`src/hdl/pkwrm_pkg.sv`:
```
// Shared types, constants and codes for the per-key write rate monitor.
package pkwrm_pkg;

  // Table geometry
  localparam int TABLE_ENTRIES = 32;
  localparam int IDX_W         = (TABLE_ENTRIES > 1) ? $clog2(TABLE_ENTRIES) : 1;
  localparam int PTR_W         = IDX_W + 1;

  // Field widths
  localparam int KEY_W  = 32;
  localparam int TS_W   = 63;
  localparam int CNT_W  = 32;
  localparam int WL_W   = 40;
  localparam int ALU_W  = 64;
  localparam int CFG_W  = 40;

  localparam logic [CNT_W-1:0] CNT_MAX = {CNT_W{1'b1}};

  // Register reset values
  localparam logic [WL_W-1:0]  WINDOW_LENGTH_RST   = 40'd50000000;
  localparam logic [CNT_W-1:0] WARN_THRESHOLD_RST  = 32'd10;
  localparam logic [CNT_W-1:0] BLOCK_THRESHOLD_RST = 32'd50;

  // Register indexes
  localparam logic [1:0] CFG_WINDOW_LENGTH   = 2'd0;
  localparam logic [1:0] CFG_WARN_THRESHOLD  = 2'd1;
  localparam logic [1:0] CFG_BLOCK_THRESHOLD = 2'd2;

  typedef enum logic [1:0] {
    VERDICT_ALLOW = 2'd0,
    VERDICT_WARN  = 2'd1,
    VERDICT_BLOCK = 2'd2
  } verdict_t;

  typedef struct packed {
    logic [KEY_W-1:0] source_key;
    logic [TS_W-1:0]  timestamp;
    logic             exempt;
  } in_item_t;

  typedef struct packed {
    verdict_t         verdict;
    logic [CNT_W-1:0] event_count;
    logic [4:0]       entry_index;
  } out_result_t;

  // One stored table entry
  typedef struct packed {
    logic [KEY_W-1:0] key;
    logic [CNT_W-1:0] count;
    logic [TS_W-1:0]  window_start;
  } entry_t;

  // Shared arithmetic unit
  typedef enum logic {
    ALU_ADD = 1'b0,
    ALU_SUB = 1'b1
  } alu_op_t;

  typedef struct packed {
    alu_op_t          op;
    logic [ALU_W-1:0] a;
    logic [ALU_W-1:0] b;
  } alu_req_t;

  typedef struct packed {
    logic [ALU_W:0] sum;
    logic           zero;
    logic           borrow;
  } alu_resp_t;

  // Sequencer states
  typedef enum logic [3:0] {
    ST_IDLE,
    ST_SCAN,
    ST_WIN,
    ST_EXP,
    ST_INC,
    ST_WARN,
    ST_BLK,
    ST_BLK1,
    ST_FINISH
  } state_t;

endpackage

```
`src/hdl/pkwrm_alu.sv`:
```
// Shared 64-bit add/subtract unit with zero and borrow flags.
module pkwrm_alu
  import pkwrm_pkg::*;
(
  input  alu_req_t  req,
  output alu_resp_t resp
);

  logic [ALU_W:0] sum;

  // Form the sum or difference one bit wider than the operands
  always_comb begin
    unique case (req.op)
      ALU_ADD: sum = {1'b0, req.a} + {1'b0, req.b};
      ALU_SUB: sum = {1'b0, req.a} - {1'b0, req.b};
    endcase
  end

  assign resp.sum    = sum;
  assign resp.zero   = (sum[ALU_W-1:0] == '0);
  assign resp.borrow = (req.op == ALU_SUB) & sum[ALU_W];

endmodule

```
`config.mk`:
```
export PLATFORM = sky130hd
export DESIGN_NAME = pkwrm_alu
export DESIGN_NICKNAME = d
export VERILOG_FILES = /design/src/hdl/pkwrm_pkg.sv /design/src/hdl/pkwrm_alu.sv
export SDC_FILE = /design/constraint.sdc
export NUM_CORES = 1
export LEC_CHECK = 0
export BUFFER_PORTS_ARGS = -buffer_cell sky130_fd_sc_hd__buf_2
export CAP_MARGIN = 20
export CORE_UTILIZATION = 35
export DETAILED_ROUTE_END_ITERATION = 8
export PLACE_DENSITY = 0.69
export SYNTH_ARGS = -nofsm -noshare
export SYNTH_HDL_FRONTEND = slang
export SYNTH_SLANG_ARGS = --single-unit
```
`constraint.sdc`:
```
create_clock -name vclk -period 8.6
set_clock_uncertainty 0.2 [all_clocks]
set_input_delay 0.86 -clock vclk [all_inputs]
set_output_delay 0.86 -clock vclk [all_outputs]
set_load 0.02 [all_outputs]
```
# --- Word level (Yosys, flattened, before mapping) ---
# Cells that the tools add are included.
# W data, S select, Z words.
classes:
  addsub: 2
  n_mux: 1
  n_bitwise: 2
  n_reduce_logical: 1
ops:
  columns: ["op", "count"]
  rows:
  - ["$pmux W65 S2", 1]
  - ["$add A64 B64 Y65", 1]
  - ["$sub A64 B64 Y65", 1]
  - ["$logic_not A64 Y1", 1]
  - ["$and A1 B1 Y1", 1]
  - ["$not A1 Y1", 1]
word_totals:
  register_bits: 0
  inputBits: 129
  out_inout_bits: 67
  wordCells: 6

# --- Depth between registers and ports, before layout ---
depth:
  word_depth: 3
  mapped_depth: 25

# --- Worst setup path before layout ---
# No wires, ideal clock.
synth_timing:
  path_kind: "in2out"
  from: "input req[18] (netlist name)"
  to: "output resp[1] (netlist name)"
  arrival_ns: 6.479
  required_ns: 7.540
  path_slack_ns: 1.061
  cell_stages: 21
  path_buffers: 1
  cell_sequence: "or4_1 -> nor4_1 -> nor3b_1 -> and4b_1 -> and3_1 -> nand2_1 -> nor4_1 -> a21oi_1 -> xnor2_1 -> ha_1 -> clkbuf_1 -> nand4_1 -> or4_1 -> a31oi_1 -> nor4_1 -> o221ai_1 -> xor2_1 -> or4_1 -> nor4_1 -> nand4b_1 -> nor4_2"
synth_lines:
  columns: ["item", "line_no", "source"]
  rows:
  - ["from (decl)", "pkwrm_alu.sv:5", "input alu_req_t req,"]
  - ["to (decl)", "pkwrm_alu.sv:6", "output alu_resp_t resp"]

==> results.toml <==
[power]
p_leak_nw = 3.04
seq_power_share = 0
p_sw_mw = 0.579
intPower_mw = 0.318
peakVddDrop_mv = 0.0538
p_per_area_nw_per_um2 = 134
finalPower_mw = 0.897
power_frac_comb = 1.000
power.share.switching = 0.646
clkPwrFrac = 0

[logic_synthesis]
synth_cell_types = 68
ys_warn_count = 0
syn-cell-area_um2 = 5520
synth_simple_gate_area_share = 0.274
syn_nets = 1046
synth-xor-area-share = 0.197
ys_seq_area_frac = 0
yosysTopAreaCellShare = 0.152
synthAdderAreaFrac = 0.151
synth_compound_area_frac = 0.321
synth_top_family_by_area = "compound AO/OA/AOI/OAI gates"
yosys.area.top_type = "xnor2_1"
synth_area_leaders = "xnor2_1 15%, ha_1 15%, a21oi_1 11%"
synthMuxAreaShare = 0.00567
synth.avg_cell_area_um2 = 6.48
syn_inst = 851

[worst_setup_path]
critPathRequiredTime_ns = 7.54
critPathTopFamily = "simple AND/OR/NAND/NOR gates"
cp-start-kind = "primary input"
critical_path_arrival_ns = 6.93
cpMaxStageDelayCell = "or4_1"
cp_common_cell = "nor4_2"
criticalPathCategory = "primary input to output port"
setup.worst_path.end_class = "output port"
cp.depth = 24
slowest_delay_ns = 0.60
cp_cell_sequence = "buf_2, or4_1, nor4_2, nor3b_2, and4b_1, and3_1, nand2_1, nor4_1, buf_4, a21oi_1, xnor2_1, ha_1, nand4_1, nor4_1, nand3_1, a21oi_1, nor4_2, o221ai_1, xor2_1, or4_1, nor4_2, nand4b_1, nor4_2, buf_2"
path_max_fanout = 9
path_buf_inv = 3

[timing]
rsz0062_at_grt = "no"
whs_ns = 1.99
worst_slew_pin_slew_ns = 0.696
setup_viol = 0
fmax_mhz = 125
finalHoldViolations = 0
timing.slew.headroom = 0.536
finalCriticalPeriod_ns = 7.99
fin_crit_sh = 0.930
setup_ws_ns = 0.606
slew_violations = 0
setup_tns_ns = 0

[grt]
grt_usage = 0.233
grt_pass1_wl_mm = 31.1
grt_max_degree = 37
grt_pass1_vias = 6415
antenna_found_initial = 0
grt-ovfl-total = 0

[flow_run]
drv_cap = 0

[floorplanning]
start_util = 0.360
core_um2 = 15300
io_pins = 196
fp-row-count = 45
die_area_um2 = 16300
die_x_um = 128
die_h_um = 128

[drt]
drc = 0
wl_per_cell_um = 16.2
drtPass1Iterations = 5
routed_wl_mm = 19.9
num_vias = 6958
drtIter0Drc = 466
via_per_inst = 5.67
ant_nets = 0

[finish]
n_clock_buffer = 0
areaGrowthSynthToFinish_pct = 21.0
mostFrequentLayoutCell = "buf_2"
ff_latch_area_um2 = 0
nets = 1214
final_core_util = 0.436
final_cell_mix = "196 x buf_2, 118 x a21oi_1, 96 x xnor2_1"
design.seq.count = 0
drive_gt1_frac = 0.213
antenna_cells = 0

[place]
dp_slack_ns = 0.165
gp_congestion = 1.01
detailed_place_hpwl_mm = 17.2
io_buffers = 196

[clock_network]
postCtsSetupBuffers = 0
cts-resized-gates = 0
hold_buffers = 0

[hold_path]
hold_path_depth = 5
worst_hold_path_type = "primary input to output port"

[outcome]
status = "completed"
-- per-layer routing --
| metal | track usage | routed length [µm] | vias up |
|---|---|---|---|
| met3 | 0.0235 | 1280 | 40 |
| met4 | 0.0749 | 628 | 0 |
| met1 | 0.312 | 9090 | 3172 |
| met2 | 0.390 | 8850 | 270 |
| met5 | 0 | 0 | - |
| li1 | - | - | 3476 |
-- power groups by stage --
| stage | clock, mW | sequential (mW) | combinational (mW) |
|---|---|---|---|
| 2_1_floorplan | 0 | 0 | 0.605 |
| 3_3_place_gp | 0 | 0 | 0.881 |
| 3_5_place_dp | 0 | 0 | 0.881 |
| 4_1_cts | 0 | 0 | 0.885 |
| 5_1_grt | 0 | 0 | 0.967 |
| 6_report | 0 | 0 | 0.897 |
-- path summary, 6_finish.rpt --
check,startpoint,end,slack [ns]
max,req[18],resp[1],0.61
min,req[64],resp[2],1.99
-- tightest hold or removal path, stage by stage --
cell and delay, ns:
buf_2 0.09, inv_1 0.04, ha_1 0.11, inv_1 0.06, buf_2 0.16
-- cells in the mapped netlist (all sizes together), types with 20 or more instances --
| master | instances |
|---|---|
| clkbuf | 27 |
| inv | 39 |
| nand2 | 67 |
| nand4 | 22 |
| ha | 65 |
| nor3 | 24 |
| nor2 | 88 |
| a21oi | 119 |
| o21ai | 55 |
| xnor2 | 96 |
| a21o | 22 |
| a31oi | 20 |
| xor2 | 28 |
-- layout make-up --
class | instances | area, µm²
well taps | 211 | 264
multi-input cells | 779 | 5260
repair buffers | 199 | 1000
inverters | 39 | 146
fillers | 1702 | 8640
-- cell families (layout without fill, tap and decap cells) --
family	Yosys count	count (layout)
muxes	3	3
and+or+nand+nor	299	299
adders and majority gates	66	66
buffers and inverters	72	238
xor gates and xnor gates	124	124
AOI/OAI and AO/OA	287	287
-- stage by stage --
step                instances  area [µm²]
floorplan                 851        5520
global placement         1228        6650
detailed placement       1228        6650
CTS                      1228        6650
global route             1228        6680
finish                   1228        6680
Power figures use the tool's default switching activity.
