<file path="src/hdl/pkwrm_pkg.sv">
// Shared types, constants and codes for the per-key write rate monitor.
package pkwrm_pkg;

  // Table geometry
  localparam int TABLE_ENTRIES = 32;
  localparam int IDX_W         = (TABLE_ENTRIES > 1) ? $clog2(TABLE_ENTRIES) : 1;
  localparam int PTR_W         = IDX_W + 1;

  // Field widths
  localparam int KEY_W  = 32;
  localparam int TS_W   = 63;
  localparam int CNT_W  = 32;
  localparam int WL_W   = 40;
  localparam int ALU_W  = 64;
  localparam int CFG_W  = 40;

  localparam logic [CNT_W-1:0] CNT_MAX = {CNT_W{1'b1}};

  // Register reset values
  localparam logic [WL_W-1:0]  WINDOW_LENGTH_RST   = 40'd50000000;
  localparam logic [CNT_W-1:0] WARN_THRESHOLD_RST  = 32'd10;
  localparam logic [CNT_W-1:0] BLOCK_THRESHOLD_RST = 32'd50;

  // Register indexes
  localparam logic [1:0] CFG_WINDOW_LENGTH   = 2'd0;
  localparam logic [1:0] CFG_WARN_THRESHOLD  = 2'd1;
  localparam logic [1:0] CFG_BLOCK_THRESHOLD = 2'd2;

  typedef enum logic [1:0] {
    VERDICT_ALLOW = 2'd0,
    VERDICT_WARN  = 2'd1,
    VERDICT_BLOCK = 2'd2
  } verdict_t;

  typedef struct packed {
    logic [KEY_W-1:0] source_key;
    logic [TS_W-1:0]  timestamp;
    logic             exempt;
  } in_item_t;

  typedef struct packed {
    verdict_t         verdict;
    logic [CNT_W-1:0] event_count;
    logic [4:0]       entry_index;
  } out_result_t;

  // One stored table entry
  typedef struct packed {
    logic [KEY_W-1:0] key;
    logic [CNT_W-1:0] count;
    logic [TS_W-1:0]  window_start;
  } entry_t;

  // Shared arithmetic unit
  typedef enum logic {
    ALU_ADD = 1'b0,
    ALU_SUB = 1'b1
  } alu_op_t;

  typedef struct packed {
    alu_op_t          op;
    logic [ALU_W-1:0] a;
    logic [ALU_W-1:0] b;
  } alu_req_t;

  typedef struct packed {
    logic [ALU_W:0] sum;
    logic           zero;
    logic           borrow;
  } alu_resp_t;

  // Sequencer states
  typedef enum logic [3:0] {
    ST_IDLE,
    ST_SCAN,
    ST_WIN,
    ST_EXP,
    ST_INC,
    ST_WARN,
    ST_BLK,
    ST_BLK1,
    ST_FINISH
  } state_t;

endpackage

</file>
<file path="src/hdl/pkwrm_table.sv">
// Key table: entry memory with registered read and reset-cleared valid bits.
module pkwrm_table
  import pkwrm_pkg::*;
(
  input  logic                     clk,
  input  logic                     rst_n,
  input  logic                     rd_en,
  input  logic [IDX_W-1:0]         rd_addr,
  output entry_t                   rd_data,
  input  logic                     wr_en,
  input  logic [IDX_W-1:0]         wr_addr,
  input  entry_t                   wr_data,
  output logic [TABLE_ENTRIES-1:0] valid
);

  entry_t                   mem [TABLE_ENTRIES];
  logic [TABLE_ENTRIES-1:0] valid_r;

  // Write and read the entry memory
  always_ff @(posedge clk) begin
    if (wr_en) begin
      mem[wr_addr] <= wr_data;
    end
    if (rd_en) begin
      rd_data <= mem[rd_addr];
    end
  end

  // Mark written entries valid; clear all at reset
  always_ff @(posedge clk) begin
    if (!rst_n) begin
      valid_r <= '0;
    end else if (wr_en) begin
      valid_r[wr_addr] <= 1'b1;
    end
  end

  assign valid = valid_r;

endmodule

</file>
<file path="config.mk">
export PLATFORM = sky130hd
export DESIGN_NAME = pkwrm_table
export DESIGN_NICKNAME = d
export VERILOG_FILES = /design/src/hdl/pkwrm_pkg.sv /design/src/hdl/pkwrm_table.sv
export SDC_FILE = /design/constraint.sdc
export NUM_CORES = 2
export LEC_CHECK = 0
export BUFFER_PORTS_ARGS = -buffer_cell sky130_fd_sc_hd__buf_4
export CORE_ASPECT_RATIO = 1.4
export CORE_MARGIN = 2
export CORE_UTILIZATION = 40
export CTS_BUF_LIST = sky130_fd_sc_hd__clkbuf_8
export DETAILED_ROUTE_END_ITERATION = 8
export PLACE_DENSITY = 0.65
export SETUP_SLACK_MARGIN = 0.05
export SYNTH_ARGS = -nofsm -noshare
export SYNTH_HDL_FRONTEND = slang
export SYNTH_SLANG_ARGS = --single-unit
</file>
<file path="constraint.sdc">
create_clock -name clk -period 11 [get_ports clk]
set_input_delay 2.2 -clock clk [delete_from_list [all_inputs] [get_ports clk]]
set_output_delay 2.2 -clock clk [all_outputs]
set_load 0.02 [all_outputs]
</file>
Yosys cells after proc, flatten, opt, wreduce, memory -nomap -nowiden
Memory sizes are Yosys's and may differ from the RTL's. A register that Yosys moved wholly into a read port is not among the register bits.
Index checks and enable logic that the tools add are counted.

word-level totals
  register bits after elaboration = 32
  memory bits (writable) = 4,064
  input bits = 141
  output and inout bits = 159
  logic and storage cells = 10
  memories = 1

cells by class
  $lt $le $gt $ge = 2
  mux-type cells = 4
  bitwise logic cells = 1
  reductions and logical operators = 1

memory list
  memory  depth  width  rd ports  clocked after Yosys merged registers in  wr ports  line               source
  mem     32     127    1         1                                        1         pkwrm_table.sv:16  entry_t mem [TABLE_ENTRIES];

operator list
  kind                                                         count
  bitwise OR 32 bit                                            1
  less-than comparator 5 x 6 -> 1 bit (second input constant)  1
  demux 1 bit (select 5 bit)                                   1
  >= comparator 5 x 1 -> 1 bit (second input constant)         1
  two-way mux 1 bit                                            3
  logical AND 1 bit                                            1

Depth between registers and ports, before layout
  word-level depth = 5
  mapped depth = 8
  gate-level depth less buffers = 4

Worst setup path after synthesis
Ideal clock, no wire load.

  path type = input -> register
  from = input wr_addr[0]
  to = memory mem[12][0] (netlist bit) (enable)
  library setup time = 0.617 ns
  data arrival time = 8.171 ns
  required time = 10.383 ns
  slack = 2.212 ns
  cell stages on the path = 3
  buffers on the path = 1
  cell sequence = or3b_2 -> clkbuf_1 -> nor2_1

RTL lines
  element          line               source
  start, declared  pkwrm_table.sv:11  input logic [IDX_W-1:0] wr_addr,
  end, declared    pkwrm_table.sv:16

Straight into the memory's write port.

==> results.cfg <==
[sta]
max_freq_mhz = 213.7
final.setup_skew_ns = 0.06775
setup_viol = 0
timing_worst_slew_pin_value_ns = 1.222
max-slew-margin-rel_pct = 18.54
holdWs_ns = 0.4712
rsz0062_at_grt = no
finalHoldViolCount = 0
slew_violations = 0
layout_worst_path_cycle_share_pct = 42.53
period_minus_slack_ns = 4.678
final.setup.tns_ns = 0

[finish]
num-nets-final = 8916
fraction_of_final_layout_cells_with_drive_strength_greater_than_1_pct = 13.02
area.growth.synth_to_final_pct = 11.82
multi_input_comb_area_um2 = 30980
mostFrequentLayoutCells = sky130_fd_sc_hd__edfxtp_1, sky130_fd_sc_hd__mux2i_1, sky130_fd_sc_hd__a22oi_1, sky130_fd_sc_hd__clkbuf_8, sky130_fd_sc_hd__buf_4
final_common_cell = sky130_fd_sc_hd__edfxtp_1
stdcell_area_um2 = 178800
layout.area.seq_um2 = 126500
filler_instances = 33520

[placed_design]
io_buffers = 299
place_hpwl_mm = 208.2
detailed_place.area_um2 = 168000
finalWeightedCongestion = 0.7534

[synthesis]
syn_area_um2 = 159900
synth_cell_type_count = 25
synth.top_cells.by_area = sky130_fd_sc_hd__edfxtp_1, sky130_fd_sc_hd__mux2i_1, sky130_fd_sc_hd__a22oi_1
syn-instance-count = 8203
synthAdderAreaFrac_pct = 0
ys_ff_latch = 4223
synth_compound_gate_area_share_pct = 4.921
mappedNetlistNets = 8344
netlist.area_leader.share_pct = 78.72
cell_type_contributing_the_most_total_cell_area_after_synthesis = sky130_fd_sc_hd__edfxtp_1
synth_area_per_cell_um2 = 19.49
synth-simple-area-share_pct = 1.537
synth_seq_area_share_pct = 79.12
synth.area.mux_share_pct = 12.72
synth_warnings = 0
yosys.area_share.xor_xnor_pct = 0
synth_top_family_by_area = multiplexers

[clock_tree]
cts_hold_buf = 0
cts.htree.levels = 6
worstSkewPairLatency_ns = 1.09
clk_pin_slew_worst_paths_ns = 0.07
tritoncts = built
cts-buffers-inserted = 593
clock-root-buffer = sky130_fd_sc_hd__clkbuf_8
postCtsSetupBuffers = 0
clock_sinks = 4223
postCtsResizedCells = 0
maximum_root_to_sink_buffer_count = 4

[routing]
avgViaCountPerCell = 5.801
dr_total_vias = 84090
drt_pre_antenna_iters = 6
post_route_ant_nets = 0
final_wl_mm = 443.7
remaining_drc_errors = 0
post_dr_wirelength_cell_um = 30.61
dr.first_iter.drc_count = 9284

[setup_path]
crit-reg2reg-launch = mem[21][43]$_DFFE_PP_
crit_path_start_kind = input port
critical_path_required_ns = 11.80
crit_fanout = 156
type_of_element_capturing_the_critical_path = register
cp_data_arrival_time_ns = 5.48
path_class = input port to register
setup.worst_path.start = rd_addr[2]

[floorplanning]
die_height_um = 752.0
num_rows = 274
core-area_um2 = 397700
start_util_pct = 40.20
die-width_um = 538.3
design.die.area_um2 = 404800
boundaryPins = 300

[pwr]
clock_power_share_pct = 36.9
switching_power_mw = 6.888
power.leakage_nw = 60.95
seqPwrFrac_pct = 58.5
int_power_mw = 23.99
worst_ir_drop_on_vdd_mv = 0.09322
post-layout-total-power_mw = 30.88
combPwrFrac_pct = 4.6
pwr_density_cell_nw_per_um2 = 172.7
sw_frac_of_total_pct = 22.31

[hold_path]
hold_path.class = register to register
hold_path_startpoint = valid[31]$_SDFFE_PN0P_

[grt]
grt_pass1_wl_mm = 618.9
grt_use_total_pct = 21.24
grt_antenna_before_repair = 59
grt_overflow_total = 0
grt_start_max_net_pins = 157
grt_pass1_vias = 83810

[outcome]
run_status = complete, no violations

[run]
max_capacitance_violation_count = 0
==> layout make-up <==
cell class	instances	share of cell area, %
clock inverter	439	1.307
sequential	4223	70.76
clock buffer	612	4.712
multi-input combinational	3522	17.33
antenna	21	0.02940
tap	5244	3.670
timing repair buffer	435	2.192
==> flip-flops by register name, indices dropped and copies added, names as in the netlist <==
name and cells:
mem 4064, valid 32, rd_data 127
==> worst max-delay path, cell delays in order <==
cell	delay [ns]
sky130_fd_sc_hd__buf_16	0.49
sky130_fd_sc_hd__buf_4	0.80
sky130_fd_sc_hd__buf_12	0.89
sky130_fd_sc_hd__mux2i_1	0.53
sky130_fd_sc_hd__a22oi_1	0.20
sky130_fd_sc_hd__nand4_1	0.16
sky130_fd_sc_hd__nor2_1	0.05
==> through the flow <==
stage / instances / setup slack [ns] / utilization (%)
after global placement: 13420 / 5.329 / 42.23
after global routing: 14480 / 6.237 / 44.94
after CTS: 14480 / 6.455 / 44.94
final: 14500 / 6.322 / 44.95
after floorplan: 8203 / 2.212 / -
after detailed placement: 13420 / 5.260 / 42.23
==> worst paths after layout <==
kind,to,slack (ns),cells after the start
worst max-delay path,rd_data[57]$_DFFE_PP_,6.32,7
worst min-delay path,valid[31]$_SDFFE_PN0P_,0.47,1
worst max register to register,rd_data[43]$_DFFE_PP_,9.52,4
worst min register to register,valid[31]$_SDFFE_PN0P_,0.47,1
==> Yosys cell counts (all sizes together) <==
library cell  number
edfxtp          4191
mux2i           2032
a22oi           1016
buf              313
nand4            254
nor2             160
clkbuf           145
dfxtp             32
o21a              32
and4bb             6
nand3b             5
and4b              4
nor4b              4
or3b               3
nand3              2
and4               1
nand2              1
nor4               1
or3                1
==> kinds of logic (layout without fill, tap and decap cells) <==
group / count (synthesis) / after routing
other: 0 / 21
muxes: 2032 / 2032
DFF: 4223 / 4223
buffers and inverters: 458 / 1486
AOI/OAI and AO/OA: 1048 / 1048
and+or+nand+nor: 442 / 442
==> power groups by stage <==
stage / logic [mW] / clock network (mW) / registers [mW]
global placement: 1.39 / 0 / 18.4
finish: 1.43 / 11.4 / 18.1
floorplan: 0.724 / 0 / 18.4
detailed placement: 1.43 / 0 / 18.4
global route: 1.51 / 12.2 / 18.1
CTS: 1.43 / 11.6 / 18.1
==> layer usage <==
metal	wire (um)	GRT usage, %	part of all wire, %	up-vias
met5	167	0	0.038	-
met4	14380	7.157	3.2	28
met3	34710	3.430	7.8	847
met2	221500	36.57	50	3998
met1	172900	27.31	39	44350
li1	-	-	-	34870
Power figures use the tool's default switching activity.
